### src/rtl/lts_pkg.sv
`timescale 1ns / 1ps
// ----------------------------------------------------------------------------
// lts_pkg: lap timer statistics package
// event kinds, status codes, sequencer states and shared constants
// ----------------------------------------------------------------------------
package lts_pkg;

	localparam int DATA_W      = 32;
	localparam int KIND_W      = 3;
	localparam int RANK_W      = 3;
	localparam int STATUS_W    = 2;
	localparam int S_TDATA_W   = 40;
	localparam int M_TDATA_W   = 296;
	localparam int M_TDATA_PAD = M_TDATA_W - (STATUS_W + 9 * DATA_W + 2);
	localparam int S_TDATA_PAD = S_TDATA_W - (DATA_W + RANK_W);

	localparam logic [DATA_W-1:0] MIN_LAP_RESET = 32'h0000_7fff;
	localparam logic [DATA_W-1:0] CUTOFF_RESET  = 32'd60;

	typedef enum logic [KIND_W-1:0] {
		KIND_START  = 3'd0,
		KIND_STOP   = 3'd1,
		KIND_PAUSE  = 3'd2,
		KIND_RESUME = 3'd3,
		KIND_LAP    = 3'd4,
		KIND_CLEAR  = 3'd5
	} kind_t;

	typedef enum logic [STATUS_W-1:0] {
		STATUS_OK       = 2'd0,
		STATUS_INACTIVE = 2'd1,
		STATUS_PAUSED   = 2'd2
	} status_t;

	typedef enum logic [1:0] {
		ST_IDLE  = 2'd0,
		ST_CALC  = 2'd1,
		ST_APPLY = 2'd2,
		ST_OUT   = 2'd3
	} seq_state_t;

	typedef struct packed {
		logic              clr;
		logic              upd;
		logic [DATA_W-1:0] t;
	} worst_ctrl_t;

endpackage

### src/rtl/lts_cell.sv
`timescale 1ns / 1ps
// ----------------------------------------------------------------------------
// lts_cell: one entry of the worst-lap list
// compares the new lap with its entry and takes the new lap or its
// neighbor's entry when the list shifts down
// ----------------------------------------------------------------------------
module lts_cell (
	input  logic                      clk,
	input  logic                      arst_n,
	input  logic                      clr,
	input  logic                      ins,
	input  logic [lts_pkg::DATA_W-1:0] t,
	input  logic [lts_pkg::DATA_W-1:0] prev_val,
	input  logic                      prev_ge,
	output logic [lts_pkg::DATA_W-1:0] val,
	output logic                      ge
);
	import lts_pkg::*;

	logic [DATA_W-1:0] val_q;

	assign ge  = (t >= val_q);
	assign val = val_q;

	always_ff @(posedge clk or negedge arst_n) begin
		if (!arst_n) begin
			val_q <= '0;
		end else if (clr) begin
			val_q <= '0;
		end else if (ins && ge) begin
			val_q <= prev_ge ? prev_val : t;
		end
	end

endmodule

### src/rtl/lts_worst_row.sv
`timescale 1ns / 1ps
// ----------------------------------------------------------------------------
// lts_worst_row: descending list of the longest laps
// a row of compare-and-shift cells plus the rank read mux
// ----------------------------------------------------------------------------
module lts_worst_row #(
	parameter int WORST_DEPTH = 8
) (
	input  logic                       clk,
	input  logic                       arst_n,
	input  lts_pkg::worst_ctrl_t       ctrl,
	input  logic [lts_pkg::RANK_W-1:0] rank,
	output logic [lts_pkg::DATA_W-1:0] worst_value
);
	import lts_pkg::*;

	localparam int READ_SPAN = (WORST_DEPTH < (1 << RANK_W)) ? WORST_DEPTH : (1 << RANK_W);

	logic [DATA_W-1:0] val [WORST_DEPTH];
	logic              ge  [WORST_DEPTH];
	logic              ins;

	assign ins = ctrl.upd && (ctrl.t > val[WORST_DEPTH-1]);

	for (genvar i = 0; i < WORST_DEPTH; i++) begin : g_cell
		if (i == 0) begin : g_head
			lts_cell u_cell (
				.clk      (clk),
				.arst_n   (arst_n),
				.clr      (ctrl.clr),
				.ins      (ins),
				.t        (ctrl.t),
				.prev_val ('0),
				.prev_ge  (1'b0),
				.val      (val[i]),
				.ge       (ge[i])
			);
		end else begin : g_body
			lts_cell u_cell (
				.clk      (clk),
				.arst_n   (arst_n),
				.clr      (ctrl.clr),
				.ins      (ins),
				.t        (ctrl.t),
				.prev_val (val[i-1]),
				.prev_ge  (ge[i-1]),
				.val      (val[i]),
				.ge       (ge[i])
			);
		end
	end

	always_comb begin
		worst_value = '0;
		for (int i = 0; i < READ_SPAN; i++) begin
			if (rank == RANK_W'(i)) begin
				worst_value = val[i];
			end
		end
	end

	// list order
	for (genvar i = 1; i < WORST_DEPTH; i++) begin : g_order_chk
		a_descending: assert property (@(posedge clk) disable iff (!arst_n)
			val[i-1] >= val[i])
			else $error("worst list out of order");
	end

	a_clear: assert property (@(posedge clk) disable iff (!arst_n)
		ctrl.clr |=> (val[0] == '0))
		else $error("worst list head not cleared");

	a_new_head: assert property (@(posedge clk) disable iff (!arst_n)
		(ctrl.upd && !ctrl.clr && (ctrl.t > val[0])) |=> (val[0] == $past(ctrl.t)))
		else $error("longest lap not at head");

endmodule

### src/rtl/lap_timer_statistics_unit.sv
`timescale 1ns / 1ps
// ----------------------------------------------------------------------------
// lap_timer_statistics_unit: profiling lap timer with worst-lap list
// keeps lap statistics from start/stop/pause/resume/lap/clear events
// ----------------------------------------------------------------------------
// channel   direction  handshake          payload
// s_*       in         s_tvalid/s_tready  tuser kind, tdata now and worst_index
// m_*       out        m_tvalid/m_tready  tdata status and statistics snapshot
// cfg_*     in         cfg_we             cfg_wdata big-lap cutoff
//
// an item passes through accept, lap/pause arithmetic, state and list
// update and result load; the sequencer holds one item at a time
// the next item is accepted while the previous result waits in m_tdata
// a stalled result holds the sequencer in its load step
// reset clears the statistics (shortest lap to 0x7fff), empties the list and sets the cutoff to 60
// ----------------------------------------------------------------------------
module lap_timer_statistics_unit #(
	parameter int WORST_DEPTH = 8
) (
	input  logic                          clk,
	input  logic                          arst_n,
	input  logic                          s_tvalid,
	output logic                          s_tready,
	// now, worst_index
	input  logic [lts_pkg::S_TDATA_W-1:0] s_tdata,
	// kind
	input  logic [lts_pkg::KIND_W-1:0]    s_tuser,
	output logic                          m_tvalid,
	input  logic                          m_tready,
	// status, lap_time, min_lap, max_lap, lap_count, big_lap_count,
	// big_lap_total, pause_total, total_time, is_active, is_paused, worst_value
	output logic [lts_pkg::M_TDATA_W-1:0] m_tdata,
	input  logic                          cfg_we,
	input  logic [lts_pkg::DATA_W-1:0]    cfg_wdata
);
	import lts_pkg::*;

	seq_state_t state_q, state_d;
	logic calc_en, apply_en, out_load;

	logic [KIND_W-1:0] kind_s1;
	logic [DATA_W-1:0] now_s1;
	logic [RANK_W-1:0] rank_s1;
	kind_t             kind_c;

	logic [DATA_W-1:0] lap_time_s2, pause_delta_s2;
	status_t           status_s2;
	logic [DATA_W-1:0] lap_res_s3;
	status_t           status_s3;
	logic              lap_ok;

	logic [DATA_W-1:0] cutoff_q;
	logic [DATA_W-1:0] start_time_q, lap_start_q, pause_sum_q, lap_pause_sum_q;
	logic [DATA_W-1:0] pause_began_q, shortest_q, longest_q, big_sum_q;
	logic [DATA_W-1:0] laps_done_q, big_laps_q;
	logic              running_q, held_q;

	logic              m_tvalid_q;
	logic [M_TDATA_W-1:0] m_tdata_q;
	logic [DATA_W-1:0] worst_rd;
	logic [DATA_W-1:0] total_time;
	worst_ctrl_t       wctrl;

	assign kind_c = kind_t'(kind_s1);
	assign lap_ok = (kind_c == KIND_LAP) && (status_s2 == STATUS_OK);

	// sequencer
	always_comb begin
		state_d = state_q;
		unique case (state_q)
			ST_IDLE:  if (s_tvalid) state_d = ST_CALC;
			ST_CALC:  state_d = ST_APPLY;
			ST_APPLY: state_d = ST_OUT;
			ST_OUT:   if (!m_tvalid_q || m_tready) state_d = ST_IDLE;
			default:  state_d = ST_IDLE;
		endcase
	end

	always_comb begin
		s_tready = 1'b0;
		calc_en  = 1'b0;
		apply_en = 1'b0;
		out_load = 1'b0;
		unique case (state_q)
			ST_IDLE:  s_tready = 1'b1;
			ST_CALC:  calc_en  = 1'b1;
			ST_APPLY: apply_en = 1'b1;
			ST_OUT:   out_load = !m_tvalid_q || m_tready;
			default:  s_tready = 1'b0;
		endcase
	end

	always_ff @(posedge clk or negedge arst_n) begin
		if (!arst_n) begin
			state_q <= ST_IDLE;
		end else begin
			state_q <= state_d;
		end
	end

	always_ff @(posedge clk or negedge arst_n) begin
		if (!arst_n) begin
			cutoff_q <= CUTOFF_RESET;
		end else if (cfg_we) begin
			cutoff_q <= cfg_wdata;
		end
	end

	// item capture and arithmetic
	always_ff @(posedge clk) begin
		if (s_tvalid && s_tready) begin
			kind_s1 <= s_tuser;
			now_s1  <= s_tdata[DATA_W-1:0];
			rank_s1 <= s_tdata[DATA_W +: RANK_W];
		end
		if (calc_en) begin
			lap_time_s2    <= (now_s1 - lap_start_q) - lap_pause_sum_q;
			pause_delta_s2 <= now_s1 - pause_began_q;
			if (kind_c == KIND_LAP && !running_q) begin
				status_s2 <= STATUS_INACTIVE;
			end else if (kind_c == KIND_LAP && held_q) begin
				status_s2 <= STATUS_PAUSED;
			end else begin
				status_s2 <= STATUS_OK;
			end
		end
		if (apply_en) begin
			status_s3  <= status_s2;
			lap_res_s3 <= lap_ok ? lap_time_s2 : '0;
		end
	end

	// statistics state
	always_ff @(posedge clk or negedge arst_n) begin
		if (!arst_n) begin
			start_time_q    <= '0;
			lap_start_q     <= '0;
			pause_sum_q     <= '0;
			lap_pause_sum_q <= '0;
			pause_began_q   <= '0;
			shortest_q      <= MIN_LAP_RESET;
			longest_q       <= '0;
			big_sum_q       <= '0;
			laps_done_q     <= '0;
			big_laps_q      <= '0;
			running_q       <= 1'b0;
			held_q          <= 1'b0;
		end else if (apply_en) begin
			case (kind_c) inside
				KIND_START, KIND_CLEAR: begin
					pause_sum_q     <= '0;
					lap_pause_sum_q <= '0;
					pause_began_q   <= '0;
					shortest_q      <= MIN_LAP_RESET;
					longest_q       <= '0;
					big_sum_q       <= '0;
					laps_done_q     <= '0;
					big_laps_q      <= '0;
					held_q          <= 1'b0;
					if (kind_c == KIND_START) begin
						start_time_q <= now_s1;
						lap_start_q  <= now_s1;
						running_q    <= 1'b1;
					end else begin
						start_time_q <= '0;
						lap_start_q  <= '0;
						running_q    <= 1'b0;
					end
				end
				KIND_STOP: begin
					if (running_q) begin
						running_q <= 1'b0;
						if (held_q) begin
							lap_pause_sum_q <= lap_pause_sum_q + pause_delta_s2;
							held_q          <= 1'b0;
						end
					end
				end
				KIND_PAUSE: begin
					if (!held_q) begin
						pause_began_q <= now_s1;
						held_q        <= 1'b1;
					end
				end
				KIND_RESUME: begin
					if (held_q) begin
						lap_pause_sum_q <= lap_pause_sum_q + pause_delta_s2;
						held_q          <= 1'b0;
					end
				end
				KIND_LAP: begin
					if (lap_ok) begin
						laps_done_q     <= laps_done_q + 1'b1;
						pause_sum_q     <= pause_sum_q + lap_pause_sum_q;
						lap_pause_sum_q <= '0;
						lap_start_q     <= now_s1;
						if (start_time_q == lap_start_q) begin
							shortest_q <= lap_time_s2;
							longest_q  <= lap_time_s2;
						end else begin
							if (lap_time_s2 < shortest_q) shortest_q <= lap_time_s2;
							if (lap_time_s2 > longest_q) longest_q <= lap_time_s2;
						end
						if (lap_time_s2 >= cutoff_q) begin
							big_sum_q  <= big_sum_q + lap_time_s2;
							big_laps_q <= big_laps_q + 1'b1;
						end
					end
				end
				default: begin
				end
			endcase
		end
	end

	// worst-lap list
	assign wctrl.clr = apply_en && (kind_c == KIND_START || kind_c == KIND_CLEAR);
	assign wctrl.upd = apply_en && lap_ok;
	assign wctrl.t   = lap_time_s2;

	lts_worst_row #(
		.WORST_DEPTH (WORST_DEPTH)
	) u_worst_row (
		.clk         (clk),
		.arst_n      (arst_n),
		.ctrl        (wctrl),
		.rank        (rank_s1),
		.worst_value (worst_rd)
	);

	// result register
	assign total_time = lap_start_q - start_time_q;

	always_ff @(posedge clk or negedge arst_n) begin
		if (!arst_n) begin
			m_tvalid_q <= 1'b0;
		end else if (out_load) begin
			m_tvalid_q <= 1'b1;
		end else if (m_tready) begin
			m_tvalid_q <= 1'b0;
		end
	end

	always_ff @(posedge clk) begin
		if (out_load) begin
			m_tdata_q <= {{M_TDATA_PAD{1'b0}}, worst_rd, held_q, running_q, total_time,
				pause_sum_q, big_sum_q, big_laps_q, laps_done_q, longest_q, shortest_q,
				lap_res_s3, status_s3};
		end
	end

	assign m_tvalid = m_tvalid_q;
	assign m_tdata  = m_tdata_q;

	a_start_runs: assert property (@(posedge clk) disable iff (!arst_n)
		(apply_en && kind_c == KIND_START) |=> (running_q && !held_q))
		else $error("start did not leave timer running");

	a_refused_zero: assert property (@(posedge clk) disable iff (!arst_n)
		out_load |-> (status_s3 == STATUS_OK || lap_res_s3 == '0))
		else $error("refused lap carries a lap time");

	a_stall_holds: assert property (@(posedge clk) disable iff (!arst_n)
		(state_q == ST_OUT && m_tvalid_q && !m_tready) |=> (state_q == ST_OUT))
		else $error("result step left while output stalled");

endmodule

### config.mk
export PLATFORM = sky130hd
export DESIGN_NAME = lap_timer_statistics_unit
export DESIGN_NICKNAME = d
export VERILOG_FILES = /design/src/rtl/lts_pkg.sv /design/src/rtl/lts_cell.sv /design/src/rtl/lts_worst_row.sv /design/src/rtl/lap_timer_statistics_unit.sv
export SDC_FILE = /design/constraint.sdc
export NUM_CORES = 2
export LEC_CHECK = 0
export ABC_AREA = 1
export BUFFER_PORTS_ARGS = -buffer_cell sky130_fd_sc_hd__clkbuf_2
export CAP_MARGIN = 20
export CORE_ASPECT_RATIO = 0.5
export CORE_UTILIZATION = 53
export DETAILED_ROUTE_END_ITERATION = 10
export PLACE_DENSITY = 0.73
export SLEW_MARGIN = 20
export SYNTH_ARGS = -nofsm -noshare
export SYNTH_HDL_FRONTEND = slang
export SYNTH_SLANG_ARGS = --single-unit
### constraint.sdc
create_clock -name clk -period 14.3 [get_ports clk]
set_clock_uncertainty 0.2 [all_clocks]
set_input_delay 2.145 -clock clk [delete_from_list [all_inputs] [get_ports clk]]
set_output_delay 2.145 -clock clk [all_outputs]
set_load 0.005 [all_outputs]
Yosys cells after proc, flatten, opt, wreduce, memory -nomap -nowiden
Cells that the tools add are included.

storage, ports and cells
  input port bits = 80
  logic and storage cells = 240
  output and inout port bits = 298
  flip-flop bits (word level) = 1043

cells by class
  add/subtract/negate cells = 9
  reductions and logical operators = 53
  $lt $le $gt $ge = 12
  equal/unequal tests = 24
  multiplexer cells = 110

operators with widths
  kind                                            number
  two-way mux 32 bit                              92
  >= comparator 32 bit                            9
  subtractor 32 bit                               4
  adder 32 bit                                    3
  adder 32 x 1 -> 32 bit (second input constant)  2
  greater-than comparator 32 bit                  2
  == test 32 bit                                  1
  less-than comparator 32 bit                     1
  nonzero test 2 bit                              14
  AND reduction 7 bit                             3
  == test 3 bit (second input constant)           6
  logical AND 1 bit                               15
  two-way mux 1 bit                               14
  == test 3 x 2 -> 1 bit (second input constant)  4
  nonzero test 4 bit                              3
  != test 2 x 1 -> 1 bit (second input constant)  4
  one-hot mux 2 bit (4 select lines)              1
  == test 3 x 1 -> 1 bit (second input constant)  2
  zero test 3 bit                                 2
  two-way mux 2 bit                               3
  != test 3 x 2 -> 1 bit (second input constant)  2
  AND reduction 2 bit                             3
  AND reduction 6 bit                             1
  nonzero test 3 bit                              2
  other kinds (10)                                15

Longest topological paths before layout
  depth in word-level cells = 9
  mapped depth = 21
  depth with buffers taken out = 18

Hierarchy
From an unflattened synthesis, not the netlist that was laid out.

unflattened totals
  cells, all modules = 8787
  area total of the unflattened synthesis = 69741.9 um^2

modules (own cells, without submodules)
  module                     area each (um^2)  cells an instance  seq. area each (um^2)  times used
  lap_timer_statistics_unit  44433.9           5191               21869.7                1
  lts_cell                   2859.0            387                800.8                  8
  lts_worst_row              2436.1            500                0.0                    1

Least setup slack after synthesis
Ideal clock, no wire load.

  path kind = input -> register
  start = in m_tready
  end = reg m_tdata_q[0], in the netlist m_tdata[0], enable pin
  path slack = -3.040 ns
  library setup time = 1.042 ns
  required time = 13.058 ns
  arrival time = 16.098 ns
  stages on the path = 2
  buffers on the path = 0
  cell sequence = inv_1 > a21oi_1

between the ends
  cells in the longest elaborated chain, start to end = 2

RTL lines
  element               line                              source
  from (decl)           lap_timer_statistics_unit.sv:29   input logic m_tready,
  logical OR 1 bit      lap_timer_statistics_unit.sv:88   ST_OUT: out_load = !m_tvalid_q || m_tready;
  two-way mux 1 bit     lap_timer_statistics_unit.sv:84   unique case (state_q)
  net out_load          lap_timer_statistics_unit.sv:39   logic calc_en, apply_en, out_load;
  to (signal assigned)  lap_timer_statistics_unit.sv:246  m_tdata_q <= {{M_TDATA_PAD{1'b0}}, worst_rd, held_q, running_q, total_time,
  to (decl)             lap_timer_statistics_unit.sv:59   logic [M_TDATA_W-1:0] m_tdata_q;

The timed path passes the listed nets, and every way through them passes these cells.
A chain may end at the register's enable or synchronous reset.

Worst setup path in the final report
  start = in m_tready
  end = reg m_tdata_q[266], in the netlist m_tdata[266], enable pin

The elaborated chain is that of the path after synthesis.

==> results.md <==
* Final Power at 16.6 mW
* Hold endpoint: m_tdata[27]
* CP Launch Type: input port
* Min-delay src: lap_res_s3[25]
* Worst R2R Start: kind_c[0]
* Post-CTS Setup Inserts at 0
* RSZ-0062 raised after global routing: no
* Commonest register cell after synthesis: dfrtp_1
* Worst Path Arrival at 5.65 ns
* Yosys warning total at 0
* Clock period minus worst slack at 5.51 ns
* CTS root buf: clkbuf_16
* Commonest non-fill, non-tap cell in the layout: nand2_1
* Overall Global Routing Usage at 32.6%
* Mean routed wirelength per cell at 20.2 um
* WP data required at 14.44 ns
* Crit path cell chain: clkbuf_2 -> inv_1 -> a21oi_4 -> buf_4 -> buf_4 -> buf_4
* FF-to-FF End: u_worst_row.g_cell[3].g_body.u_cell.val[31]
* Setup Slack @ Placement at 8.06 ns
* Largest net degree at the start of global routing at 161
* Remaining DRCs at 0
* Async SR Flop Fraction at 58.8%
* Max Cap Violations at 0
* Post-CTS Resized at 0
* Max Slew Vio Count at 0
* CTS tree: built
* Post-Route Setup TNS at 0 ns
* Status: complete, no violations
* Hold_buf cts at 0
* DRT Wirelength at 204,000 um
* Setup WS post-layout at 8.79 ns
* Most frequent cells in the layout: nand2_1, inv_1, dfrtp_1
* H-tree levels at 3
* Initial core utilization at 53.6%
* # clock sinks at 1,043
* First-pass GRT wire length at 314,000 um
* EDFF count, synth at 430
* Initial antenna violation count at 4
* GPL Wtd Cong at 0.989
* Leakage power at 34.1 nW
* Worst Hold Depth at 0
* Fmax at 181 MHz
* Antenna-violating nets left at 0
* Port buffer count at 368
* Core area at 0.121 mm2
* Crit path kind: in -> reg
* Peak supply drop at 136 uV
* Clock buffer depth at 3
* Layout Nets at 9,074
* Hold Crit Class: reg -> reg
* Post-synthesis sequential area ratio at 43.6%
* Grt total ovfl at 0
* Relative slew slack at 26.1%
* Clock transition at path regs at 0.06 ns
* Hold slack at 0.219 ns
* Via count at 58,097
* Worst path most repeated cell: buf_4
* Largest stage delay, worst path at 0.89 ns
* DR vias/cell at 5.75
* Final period util at 38.5%
* Finished Core Util at 59.3%
* Inserted Clock Buffers at 96
* DRT iter0 DRCs at 6,311
* Die Footprint at 0.124 mm2
* Power density cells at 232 mW/mm2
* Layout cells sized above 1 at 8.24%
* Library cells used by synthesis at 57
* Syn avg cell area at 7.96 um2
* DRT Pass-1 Iters at 6
* R2R Setup Slk at 8.95 ns
* Chip Height at 249 um
* Number of I/O pins at 378
* Post-Syn Area at 0.0648 mm2
* Endpoints failing hold at 0
* Post-Syn Instances at 8,141
* # setup viols final at 0
* Slowest cell on crit path: buf_4
* Area delta synth->final at 10.7%
* Dpl hpwl at 149,000 um
* Slew @ Worst Pin at 1.11 ns
* Vias in the first global route at 54,331
* Critical path peak fanout at 74
* Clock latency on the worst-skew pair at 0.73 ns
* Die W at 497 um
* Critical Path End Type: flop
* Seq cells post-synth at 1,043
* Row count at 90
* Worst-case reg-to-reg path depth at 11
routing by layer:
layer / wire (um) / GRT usage (%) / vias to the layer above
met3: 16800 / 4.96 / 438
met4: 9160 / 14.0 / 2
li1: - / - / 27592
met1: 86500 / 45.6 / 27570
met5: 13 / 0 / -
met2: 91300 / 50.5 / 2495
registers in the layout, summed over array words and instances, names as in the netlist, 2 cells and up:
name and flops:
rank_s1 3, lap_res_s3 32, pause_sum_q 32, u_worst_row.g_cell.g_body.u_cell.val 224, shortest_q 32, u_worst_row.g_cell.g_head.u_cell.val 32
now_s1 32, big_laps_q 32, status_s2 2, lap_pause_sum_q 32, state_q 2, laps_done_q 32
kind_c 3, lap_start_q 32, start_time_q 32, status_s3 2, pause_began_q 32, pause_delta_s2 32
longest_q 32, lap_time_s2 32, big_sum_q 32, cutoff_q 32, m_tdata 292
cell type report:
type	instances	area (um2)
clock inverter	61	812
timing repair buffer	467	2630
antenna	1	2.50
tap	1610	2010
multi-input combinational	5866	31900
inverter	939	3530
fill	10977	49200
clock buffer	120	2570
sequential	1043	28300
report_power, final:
group / switching, mW / internal (mW)
logic: 6.05 / 2.85
registers: 0.588 / 4.32
clock network: 1.26 / 1.55
total: 7.89 / 8.72
worst max-delay path, delay by kind of cell:
| kind | cells | cell delay, ns |
|---|---|---|
| buffers and inverters | 5 | 2.70 |
| AO/OA/AOI/OAI | 1 | 0.55 |
metrics by stage:
step | std cells | instance area, um2
final | 10107 | 71700
after detailed placement | 9923 | 68300
after CTS | 10104 | 71700
after global placement | 9923 | 68300
after floorplan | 8144 | 64900
after global routing | 10107 | 71700
synth_stat cells, drive strengths merged (3+ instances only):
master	n	area share (%)
clkbuf	194	1.2
nor3b	4	0.046
or2	9	0.087
and3	3	0.029
o221ai	29	0.39
dfrtp	594	23
o21bai	32	0.37
and2	7	0.068
a31oi	18	0.17
o21ai	353	2.7
fa	36	1.1
xor2	80	1.1
nor2b	5	0.048
inv	938	5.4
o2111ai	10	0.14
o211ai	39	0.45
nor3	79	0.63
a21oi	476	3.7
o22ai	56	0.54
a211oi	3	0.035
nand2	2527	15
nand3b	11	0.13
buf	102	0.79
dfstp	19	0.77
nand4	322	3.1
nand3	490	3.8
a22o	3	0.041
nor4	13	0.13
nor2	588	3.5
a21boi	10	0.12
edfxtp	430	20
a21o	21	0.24
o31ai	6	0.069
ha	545	11
o21a	30	0.35
xnor2	51	0.69
kinds of logic after synthesis:
family / count (synthesis) / synth area share (%)
compound gates: 1090 / 9.40
mux: 2 / 0.0328
fa+ha+maj: 581 / 11.6
flops: 1043 / 43.6
buf+inv: 1235 / 7.37
other cells: 1 / 0.00578
xor+xnor: 131 / 1.77
simple gates: 4058 / 26.2
worst max-delay path by stage:
stage | from | to | slack [ns] | cells after the start
floorplan | m_tready | m_tdata[0] | 2.92 | 2
global placement | m_tready | m_tdata[266] | 8.20 | 6
detailed placement | m_tready | m_tdata[267] | 8.06 | 6
CTS | m_tready | m_tdata[266] | 8.84 | 6
global route | m_tready | m_tdata[266] | 8.59 | 6
finish | m_tready | m_tdata[266] | 8.79 | 6
No activity file was read; power rests on OpenSTA's default activity.
